**src/sv/ptp_pkg.sv**
```systemverilog
// Package for the plane-through-three-points core.
// Holds the fixed field widths, default parameter values and the stage control struct.
`default_nettype none
package ptp_pkg;
    localparam int IN_BITS         = 16;
    localparam int SLOPE_BITS      = 50;
    localparam int OFFSET_BITS     = 64;
    localparam int COORD_BITS_DEF  = 16;
    localparam int FRAC_BITS_DEF   = 16;

    // Control bits that travel with every item through the pipeline.
    typedef struct packed {
        logic valid;
        logic zero;
        logic neg_a;
        logic neg_b;
    } t_ctl;
endpackage
`default_nettype wire

```
**src/sv/ptp_cell.sv**
```systemverilog
// One cell of the restoring divider chain: produces one quotient bit for both slopes.
// Depends on ptp_pkg for the control struct.
`default_nettype none
module ptp_cell #(
    parameter int NW         = 35,
    parameter int QW         = 51,
    parameter int COORD_BITS = 16
) (
    input  wire logic                   i_clk,
    input  wire logic                   i_rst_n,
    input  wire logic                   i_en,
    input  ptp_pkg::t_ctl               i_ctl,
    input  wire logic [NW-1:0]          i_d,
    input  wire logic [NW-1:0]          i_rem_a,
    input  wire logic [QW-1:0]          i_qd_a,
    input  wire logic [NW-1:0]          i_rem_b,
    input  wire logic [QW-1:0]          i_qd_b,
    input  wire logic [COORD_BITS-1:0]  i_px,
    input  wire logic [COORD_BITS-1:0]  i_py,
    input  wire logic [COORD_BITS-1:0]  i_pz,
    output ptp_pkg::t_ctl               o_ctl,
    output logic [NW-1:0]               o_d,
    output logic [NW-1:0]               o_rem_a,
    output logic [QW-1:0]               o_qd_a,
    output logic [NW-1:0]               o_rem_b,
    output logic [QW-1:0]               o_qd_b,
    output logic [COORD_BITS-1:0]       o_px,
    output logic [COORD_BITS-1:0]       o_py,
    output logic [COORD_BITS-1:0]       o_pz
);
    import ptp_pkg::*;

    logic [NW:0]   w_try_a, w_try_b, w_sub_a, w_sub_b;
    logic          w_ge_a, w_ge_b;

    // The dividend bits leave the top of qd while quotient bits enter at the bottom.
    assign w_try_a = {i_rem_a, i_qd_a[QW-1]};
    assign w_try_b = {i_rem_b, i_qd_b[QW-1]};
    assign w_sub_a = w_try_a - {1'b0, i_d};
    assign w_sub_b = w_try_b - {1'b0, i_d};
    assign w_ge_a  = (w_try_a >= {1'b0, i_d});
    assign w_ge_b  = (w_try_b >= {1'b0, i_d});

    always_ff @(posedge i_clk) begin
        if (!i_rst_n) begin
            o_ctl.valid <= 1'b0;
        end else if (i_en) begin
            o_ctl.valid <= i_ctl.valid;
        end
    end

    always_ff @(posedge i_clk) begin
        if (i_en) begin
            o_ctl.zero  <= i_ctl.zero;
            o_ctl.neg_a <= i_ctl.neg_a;
            o_ctl.neg_b <= i_ctl.neg_b;
            o_d     <= i_d;
            o_rem_a <= w_ge_a ? w_sub_a[NW-1:0] : w_try_a[NW-1:0];
            o_rem_b <= w_ge_b ? w_sub_b[NW-1:0] : w_try_b[NW-1:0];
            o_qd_a  <= {i_qd_a[QW-2:0], w_ge_a};
            o_qd_b  <= {i_qd_b[QW-2:0], w_ge_b};
            o_px    <= i_px;
            o_py    <= i_py;
            o_pz    <= i_pz;
        end
    end
endmodule
`default_nettype wire

```
**config.mk**
```make
export PLATFORM = sky130hd
export DESIGN_NAME = ptp_cell
export DESIGN_NICKNAME = d
export VERILOG_FILES = /design/src/sv/ptp_pkg.sv /design/src/sv/ptp_cell.sv
export SDC_FILE = /design/constraint.sdc
export NUM_CORES = 1
export LEC_CHECK = 0
export BUFFER_PORTS_ARGS = -buffer_cell sky130_fd_sc_hd__buf_2
export CAP_MARGIN = 30
export CORE_AREA = 2 2 204 206
export CTS_CLUSTER_DIAMETER = 40
export DETAILED_ROUTE_END_ITERATION = 7
export DIE_AREA = 0 0 206 208
export GPL_TIMING_DRIVEN = 0
export PLACE_DENSITY = 0.57
export SYNTH_ARGS = -nofsm -noshare
export SYNTH_HDL_FRONTEND = slang
export SYNTH_SLANG_ARGS = --single-unit
```
**constraint.sdc**
```tcl
create_clock -name i_clk -period 3.4 [get_ports i_clk]
set_clock_uncertainty 0.2 [all_clocks]
set_input_delay 0.51 -clock i_clk [delete_from_list [all_inputs] [get_ports i_clk]]
set_output_delay 0.51 -clock i_clk [all_outputs]
set_load 0.005 [all_outputs]
```
# Word level (Yosys, flattened, before mapping)
# Cells that the tools add are included.
word_totals:
  output_inout_bits: 259
  reg_bits: 259
  elab_cells: 18
  inputBits: 262
classes:
  n_mux: 2
  addsub: 2
  n_lt_le_gt_ge: 2
op_table:
  columns: ["op", "n"]
  rows:
  - ["$ge A36 B35 Y1", 2]
  - ["$mux W35", 2]
  - ["$sub A35 B35 Y35", 2]

# Logic depth before layout (Yosys ltp)
# Gate-level depths: netlist of the first run.
depth:
  ltp_word: 2
  mapped_depth: 14
  ltp_nobuf: 12

# Least setup slack after synthesis of the first run
# Ideal clock, no wire load.
synth_path:
  kind: "input to register"
  startpoint: "in i_qd_b[50]"
  endpoint: "reg o_rem_b[18], data pin"
  setup_slack_ns: 0.147
  required_ns: 2.940
  n_path_buf: 2
  stages: 13
  setup_ns: 0.260
  arrival_ns: 2.792
  path_cell_list: "inv_1 ha_1 fa_1 nand2b_1 a21oi_1 o211ai_1 nand4_2 a211oi_2 o311ai_1 a211o_1 buf_6 buf_6 mux2_4"
synth_via:
  elab_chain_len: 2
  elab_cells_between_ends: 3
  cone_classes: "add/sub: 1; order compare: 1; mux: 1"
synth_lines:
  columns: ["element", "line_no", "text"]
  rows:
  - ["start: declaration", "ptp_cell.sv:17", "input wire logic [QW-1:0] i_qd_b,"]
  - ["$sub A35 B35 Y35 or $ge A36 B35 Y1 (tied branches)", "ptp_cell.sv:40, ptp_cell.sv:42", null]
  - ["$mux W35 *", "ptp_cell.sv:59", "o_rem_b <= w_ge_b ? w_sub_b[NW-1:0] : w_try_b[NW-1:0];"]
  - ["end signal: assignment", "ptp_cell.sv:59", null]
  - ["end: declaration", "ptp_cell.sv:25", "output logic [NW-1:0] o_rem_b,"]
# Every way passes the cells marked *; elsewhere a longest branch is shown, timed or not.
# A chain may end at the register's enable or synchronous reset.

# Worst setup path after layout of the first run
layout_path:
  startpoint: "in i_d[3]"
  endpoint: "reg o_rem_b[27], data pin"
layout_via:
  elab_chain_len: 2
  elab_cells_between_ends: 3
  cone_classes: "add/sub: 1; order compare: 1; mux: 1"
layout_lines:
  columns: ["element", "line_no", "text"]
  rows:
  - ["start: declaration", "ptp_cell.sv:13", "input wire logic [NW-1:0] i_d,"]
  - ["$sub A35 B35 Y35 or $ge A36 B35 Y1 (tied branches)", "ptp_cell.sv:40, ptp_cell.sv:42", null]
  - ["$mux W35 *", "ptp_cell.sv:59", null]
# Marks and branches as above.

==> flow_metrics.py, run 1 <==
metrics = {
    "critical_path": {
        "worstSetupPathType": "in -> reg",
        "startpoint_type": "input pin",
        "required_ns": 3.52,
        "arrival_ns": 3.39,
        "path_max_fanout": 10,
        "worstSetupEndpointType": "flip-flop",
    },
    "routing": {
        "vias": 11380,
        "wirelength_mm": 51.13,
        "ant_nets": 0,
        "route.detailed.drc": 0,
        "vias_per_cell": 4.798,
        "wl_per_cell_um": 21.56,
        "drt_iter0_markers": 674,
        "drt_first_pass_iters": 5,
    },
    "floorplan": {
        "io_pins": 521,
        "design.die.area_um2": 42850,
        "start_util_pct": 31.41,
        "num_rows": 74,
        "die_y_um": 208,
        "core_area_um2": 40550,
        "dieWidth_um": 206,
    },
    "pwr": {
        "power_density_nw_per_um2": 561.4,
        "ir_drop_uv": 336.7,
        "power_uw": 11150,
        "leakagePower_uw": 0.008679,
    },
    "timing": {
        "period_share_pct": 96.16,
        "max_freq_mhz": 305.9,
        "max-slew-margin-rel_pct": 50.57,
        "drv_slew": 0,
        "hold_ws_ns": 0.03327,
        "tightest_slew_ns": 0.7414,
        "fin_crit_ns": 3.269,
        "finalHoldViolations": 0,
        "rsz0062_at_grt": "false",
        "setup_viol": 0,
    },
    "global_routing": {
        "track_usage_pct": 23.16,
        "antenna_found_initial": 9,
        "grt_max_degree": 127,
        "grt.overflow.total": 0,
        "grt_pass1_wl_mm": 73.17,
        "grt_pass1_vias": 11788,
    },
    "clock_tree": {
        "cts_buffer_depth": 3,
        "cts_made_buffers": 50,
        "cts.sinks": 259,
        "htree_num_levels": 2,
        "clk_latency_ns": 0.57,
        "clk_pin_slew_worst_paths_ns": 0.05,
        "cts_tree": "built",
        "cts-root-buf": "clkbuf_16",
    },
    "logic_synthesis": {
        "synth_seq_cells": 259,
        "avgSynthCellArea_um2": 12.37,
        "ys_types": 67,
        "async_flop_share_pct": 0,
        "ys_seq_area_share_pct": 60.98,
        "synth_warnings": 0,
        "synth_edf_count": 258,
        "synth_cells": 1030,
        "synth_flop_cell": "edfxtp_1",
        "netlist_area_um2": 12740,
        "syn_nets": 1364,
    },
    "place": {
        "placed_cells": 2085,
        "placed_area_um2": 16080,
        "gp_congestion": 0.9374,
        "dp_hpwl_mm": 39.01,
        "numPortBuffers": 520,
    },
    "layout": {
        "final_cells": 2372,
        "fillers": 3730,
        "final_cell_mix": "buf_2, edfxtp_1, dlygate4sd3_1",
        "nets": 2132,
        "post-route-cell-area_um2": 19860,
        "final_core_util_pct": 48.97,
        "drive_above_1_share_pct": 37.38,
        "syn_to_final_growth_pct": 55.91,
        "layout_commonest_cell": "buf_2",
    },
    "run_status": {
        "status": "complete, no violations",
    },
    "flow_run": {
        "cap_violations": 0,
    },
    "hold_path": {
        "hold_class": "in -> reg",
    },
}
-- cells in the mapped netlist, types with 5 or more instances --
cell type	n	area, um2
a21boi_0	5	37.54
a21o_1	33	247.7
a21oi_1	75	375.4
a21oi_2	23	201.4
a31oi_1	6	37.54
and2_1	6	37.54
and3_1	8	50.05
buf_2	14	70.07
clkbuf_1	15	56.30
edfxtp_1	258	7747
ha_1	70	875.8
inv_1	67	251.5
mux2_2	5	56.30
nand2_1	91	341.6
nand2b_1	7	43.79
nand3_1	16	80.08
nand4_1	18	112.6
nor2_1	57	214.0
nor2b_1	11	68.82
nor3_1	15	75.07
o21a_1	7	52.55
o21ai_0	71	355.3
o21bai_1	14	105.1
o31ai_1	7	52.55
xnor2_1	30	262.8
xor2_1	26	227.7
-- layer usage --
| metal | part of all wire [%] | vias to the layer above | wire length [um] | global-route usage (%) |
|---|---|---|---|---|
| li1 | - | 5409 | - | - |
| met3 | 7.5 | 107 | 3815 | 6.595 |
| met2 | 49 | 462 | 25150 | 40.55 |
| met4 | 5.0 | 10 | 2552 | 11.11 |
| met5 | 0.13 | - | 67 | 0 |
| met1 | 38 | 5392 | 19550 | 25.60 |
-- power by group --
group          switching (uW)  internal, uW  total, uW
clock network            1840          3320       5150
registers                83.7          3910       4000
logic                    1100           898       2000
-- sequential cells by signal, indices dropped and copies added (netlist names) --
signal and count:
o_qd_a 51, o_rem_b 35, o_qd_b 51, o_d 35
o_px 16, o_ctl 4, o_pz 16, o_py 16
o_rem_a 35
-- area by class of cell --
cell class | instances | area (um2) | area share (%)
antenna | 5 | 12.51 | 0.06300
buffer | 34 | 206.4 | 1.040
sequential | 259 | 7767 | 39.11
timing repair buffer | 717 | 4602 | 23.17
inverter | 67 | 251.5 | 1.266
multi-input combinational | 669 | 4587 | 23.10
clock buffer | 52 | 1280 | 6.445
tap | 532 | 665.6 | 3.352
clock inverter | 37 | 486.7 | 2.451
-- timing repair --
| item | CTS | global route |
|---|---|---|
| pin swaps | 4 | 4 |
| hold buffers | 189 | 0 |
| gates resized for setup | 9 | 13 |
| hold endpoints to repair | 188 | 0 |
| setup endpoints to repair | 45 | 61 |
| setup buffers | 2 | 3 |
-- path summary, 6_finish.rpt --
| kind | from | endpoint | slack, ns | depth (start not counted) |
|---|---|---|---|---|
| max | i_d[3] | o_rem_b[27] | 0.13 | 13 |
| min | i_qd_a[50] | o_rem_a[0] | 0.03 | 3 |
| max reg2reg | o_ctl[3] | o_ctl[3] | 2.05 | 3 |
| min reg2reg | o_ctl[3] | o_ctl[3] | 0.87 | 3 |
-- kinds of logic after synthesis --
group | count (synthesis) | share of synthesized area, %
AO/OA/AOI/OAI | 282 | 14.32
XOR/XNOR | 56 | 3.851
adder cells (fa/ha/maj) | 72 | 7.191
buffers and inverters | 102 | 3.438
flip-flops | 259 | 60.98
multiplexers | 10 | 0.9528
AND/OR/NAND/NOR | 249 | 9.263
-- worst max-delay path, cell delays in order --
cell and delay (ns):
buf_2 0.09, inv_1 0.09, ha_1 0.40, o211ai_2 0.18, a21oi_1 0.09, o211ai_1 0.32
nand4_2 0.29, a211oi_4 0.35, o311ai_2 0.13, a211o_1 0.32, buf_6 0.16, buf_12 0.16
mux2_4 0.29
-- metrics by stage --
stage,TNS [ns],worst slack [ns]
3_3_place_gp,-603.21,-2.196
2_1_floorplan,0,0.1472
5_1_grt,0,0.01129
3_5_place_dp,-48.78,-0.8656
6_report,0,0.1306
4_1_cts,0,0.01608
(Power assumes the default switching activity.)
==> inputs of run 2 (changes only) <==
--- a/config.mk
+++ b/config.mk
@@ -6,13 +6,14 @@
 export NUM_CORES = 1
 export LEC_CHECK = 0
 export BUFFER_PORTS_ARGS = -buffer_cell sky130_fd_sc_hd__buf_2
-export CAP_MARGIN = 30
+export CAP_MARGIN = 20
 export CORE_AREA = 2 2 204 206
 export CTS_CLUSTER_DIAMETER = 40
 export DETAILED_ROUTE_END_ITERATION = 7
 export DIE_AREA = 0 0 206 208
 export GPL_TIMING_DRIVEN = 0
 export PLACE_DENSITY = 0.57
+export SETUP_SLACK_MARGIN = 0.3
 export SYNTH_ARGS = -nofsm -noshare
 export SYNTH_HDL_FRONTEND = slang
 export SYNTH_SLANG_ARGS = --single-unit
==> run 2 against run 1 <==
Net effect:
- non-clock buffer count is 22 higher
- highest routed layer unchanged
- worst hold slack better by 0.0068 ns
- utilization rose by 1.9 points
- power is 1.7% higher
- combinational power grew 9.5%
==> flow_metrics.py, run 2 (synthesized netlist as in run 1, its figures left out) <==
metrics = {
    "critical_path": {
        "cp_cell_sequence": "buf_2 -> inv_2 -> ha_1 -> clkbuf_1 -> nand2_1 -> or3_1 -> o21bai_2 -> a21boi_2 -> o221a_2 -> o32ai_4 -> buf_6 -> buf_4 -> o31ai_2",
        "r2r_end": "o_ctl[3]",
        "worstSetupEndpointType": "flip-flop",
        "required_ns": 3.59,
        "arrival_ns": 3.22,
        "slowest_delay_ns": 0.41,
        "critPathSlowestCell": "or3_1",
        "r2r_start": "o_ctl[3]",
        "worstSetupPathType": "in -> reg",
        "rrSetupSlack_ns": 2.02,
        "path_max_fanout": 8,
        "crit_start": "i_d[9]",
        "startpoint_type": "input pin",
        "rr_worst_depth": 3,
    },
    "hold_path": {
        "min-delay-start": "i_rem_a[18]",
        "hold_class": "in -> reg",
        "hold_path_depth": 3,
        "hold_end": "o_rem_a[19]",
    },
    "timing": {
        "max_freq_mhz": 329.6,
        "rsz0062_at_grt": "true",
        "drv_slew": 0,
        "max-slew-margin-rel_pct": 54.61,
        "period_share_pct": 89.22,
        "tightest_slew_ns": 0.6703,
        "setup_viol": 0,
        "layout_setup_ws_ns": 0.3664,
        "finalHoldViolations": 0,
        "fin_crit_ns": 3.034,
    },
    "clock_tree": {
        "cts_tree": "built",
        "htree_num_levels": 2,
        "cts_buffer_depth": 3,
        "clk_latency_ns": 0.58,
        "clk_pin_slew_worst_paths_ns": 0.05,
        "cts_made_buffers": 50,
        "cts.sinks": 259,
        "cts-root-buf": "clkbuf_16",
    },
    "floorplan": {
        "dieWidth_um": 206,
        "start_util_pct": 31.41,
        "io_pins": 521,
        "die_y_um": 208,
        "core_area_um2": 40550,
        "design.die.area_um2": 42850,
        "num_rows": 74,
    },
    "layout": {
        "final_cell_mix": "buf_2, edfxtp_1, dlygate4sd3_1",
        "fillers": 3596,
        "reg.largest.list": "o_qd_a x51, o_qd_b x51",
        "drive_above_1_share_pct": 42.16,
        "syn_to_final_growth_pct": 61.96,
        "nets": 2154,
        "layout_commonest_cell": "buf_2",
    },
    "routing": {
        "drt_iter0_markers": 692,
        "wirelength_mm": 52.97,
        "route.detailed.drc": 0,
        "vias": 11659,
        "wl_per_cell_um": 22.05,
        "ant_nets": 0,
        "vias_per_cell": 4.854,
        "drt_first_pass_iters": 5,
    },
    "place": {
        "gp_congestion": 0.9079,
        "dp_slack_ns": -0.7957,
        "dp_hpwl_mm": 40.00,
        "numPortBuffers": 520,
    },
    "pwr": {
        "p_sw_uw": 3188,
        "ir_drop_uv": 334.1,
        "seq_power_share_pct": 35.2,
        "power.internal_uw": 8155,
        "leakagePower_uw": 0.008892,
        "power_density_nw_per_um2": 549.8,
        "power_uw": 11340,
        "p_sw_share_pct": 28.11,
        "combPwrFrac_pct": 19.3,
        "p_clk_share_pct": 45.5,
    },
    "global_routing": {
        "grt_max_degree": 121,
        "grt.overflow.total": 0,
        "track_usage_pct": 23.59,
        "grt_pass1_vias": 11845,
        "grt_pass1_wl_mm": 74.56,
        "antenna_found_initial": 10,
    },
    "flow_run": {
        "cap_violations": 0,
    },
    "run_status": {
        "status": "complete, no violations",
    },
}
[run 2: cell count changes in the layout (fill, tap and decap cells not counted), moves of 6 or more]
cell | before | now
buf_4 | 7 | 36
ha_1 | 70 | 47
ha_4 | 0 | 21
inv_1 | 67 | 50
inv_2 | 0 | 13
buf_2 | 531 | 520
buf_6 | 3 | 13
nor2_1 | 57 | 48
nor2_2 | 0 | 9
o21ai_0 | 70 | 64
[run 2: worst max-delay path: cells and delay by family]
| family | cells | cell delay (ns) |
|---|---|---|
| simple gates | 2 | 0.53 |
| compound gates | 5 | 1.14 |
| fa+ha+maj | 1 | 0.27 |
| buf+inv | 5 | 0.77 |
[run 2: per-layer routing]
metal | routed length, um | part of all wire (%) | GRT usage (%)
met5 | 65 | 0.12 | 0
met4 | 2429 | 4.6 | 11.23
met3 | 3865 | 7.3 | 6.125
met2 | 25840 | 49 | 40.31
met1 | 20770 | 39 | 27.37
[run 2: worst max-delay path by stage]
| stage | cells past startpoint | slack, ns | endpoint |
|---|---|---|---|
| floorplan | 13 | 0.29 | o_rem_b[18] |
| global placement | 1 | -2.16 | o_rem_a[25] |
| detailed placement | 14 | -0.80 | o_rem_b[22] |
| CTS | 14 | 0.30 | o_rem_b[22] |
| global route | 15 | 0.23 | o_rem_b[33] |
| finish | 13 | 0.37 | o_rem_a[18] |
[run 2: cell type report]
type	count	area, um2	area share [%]
antenna	8	20.02	0.09704
buffer	35	291.5	1.413
clock buffer	57	1299	6.296
clock inverter	37	484.2	2.347
inverter	67	274.0	1.328
multi-input combinational	669	5036	24.41
sequential	259	7767	37.65
tap	532	665.6	3.227
timing repair buffer	738	4792	23.23
[run 2: per-stage QoR]
stage          cells  hold slack [ns]  utilization [%]  cell area (um2)  setup TNS, ns
2_1_floorplan   1030           0.3073                -            13100              0
3_3_place_gp    2082           0.2985            40.37            16370        -595.87
3_5_place_dp    2084           0.3196            40.53            16440         -46.78
4_1_cts         2369         0.002858            49.90            20230              0
5_1_grt         2396         0.003428            50.83            20610              0
6_report        2402          0.04004            50.87            20630              0
[run 2: power groups by stage]
stage	registers, uW	logic, uW	clock network, uW
floorplan	4100	894	0
global placement	4070	1860	0
detailed placement	4050	1880	0
CTS	4000	2110	5250
global route	4030	2370	5400
finish	4000	2190	5160
[run 2: what timing repair did]
action / CTS / global route
gates resized for setup: 25 / 76
hold buffers: 187 / 0
pin swaps: 5 / 20
hold endpoints to repair: 186 / 0
buffers inserted: 4 / 25
setup endpoints to repair: 71 / 60
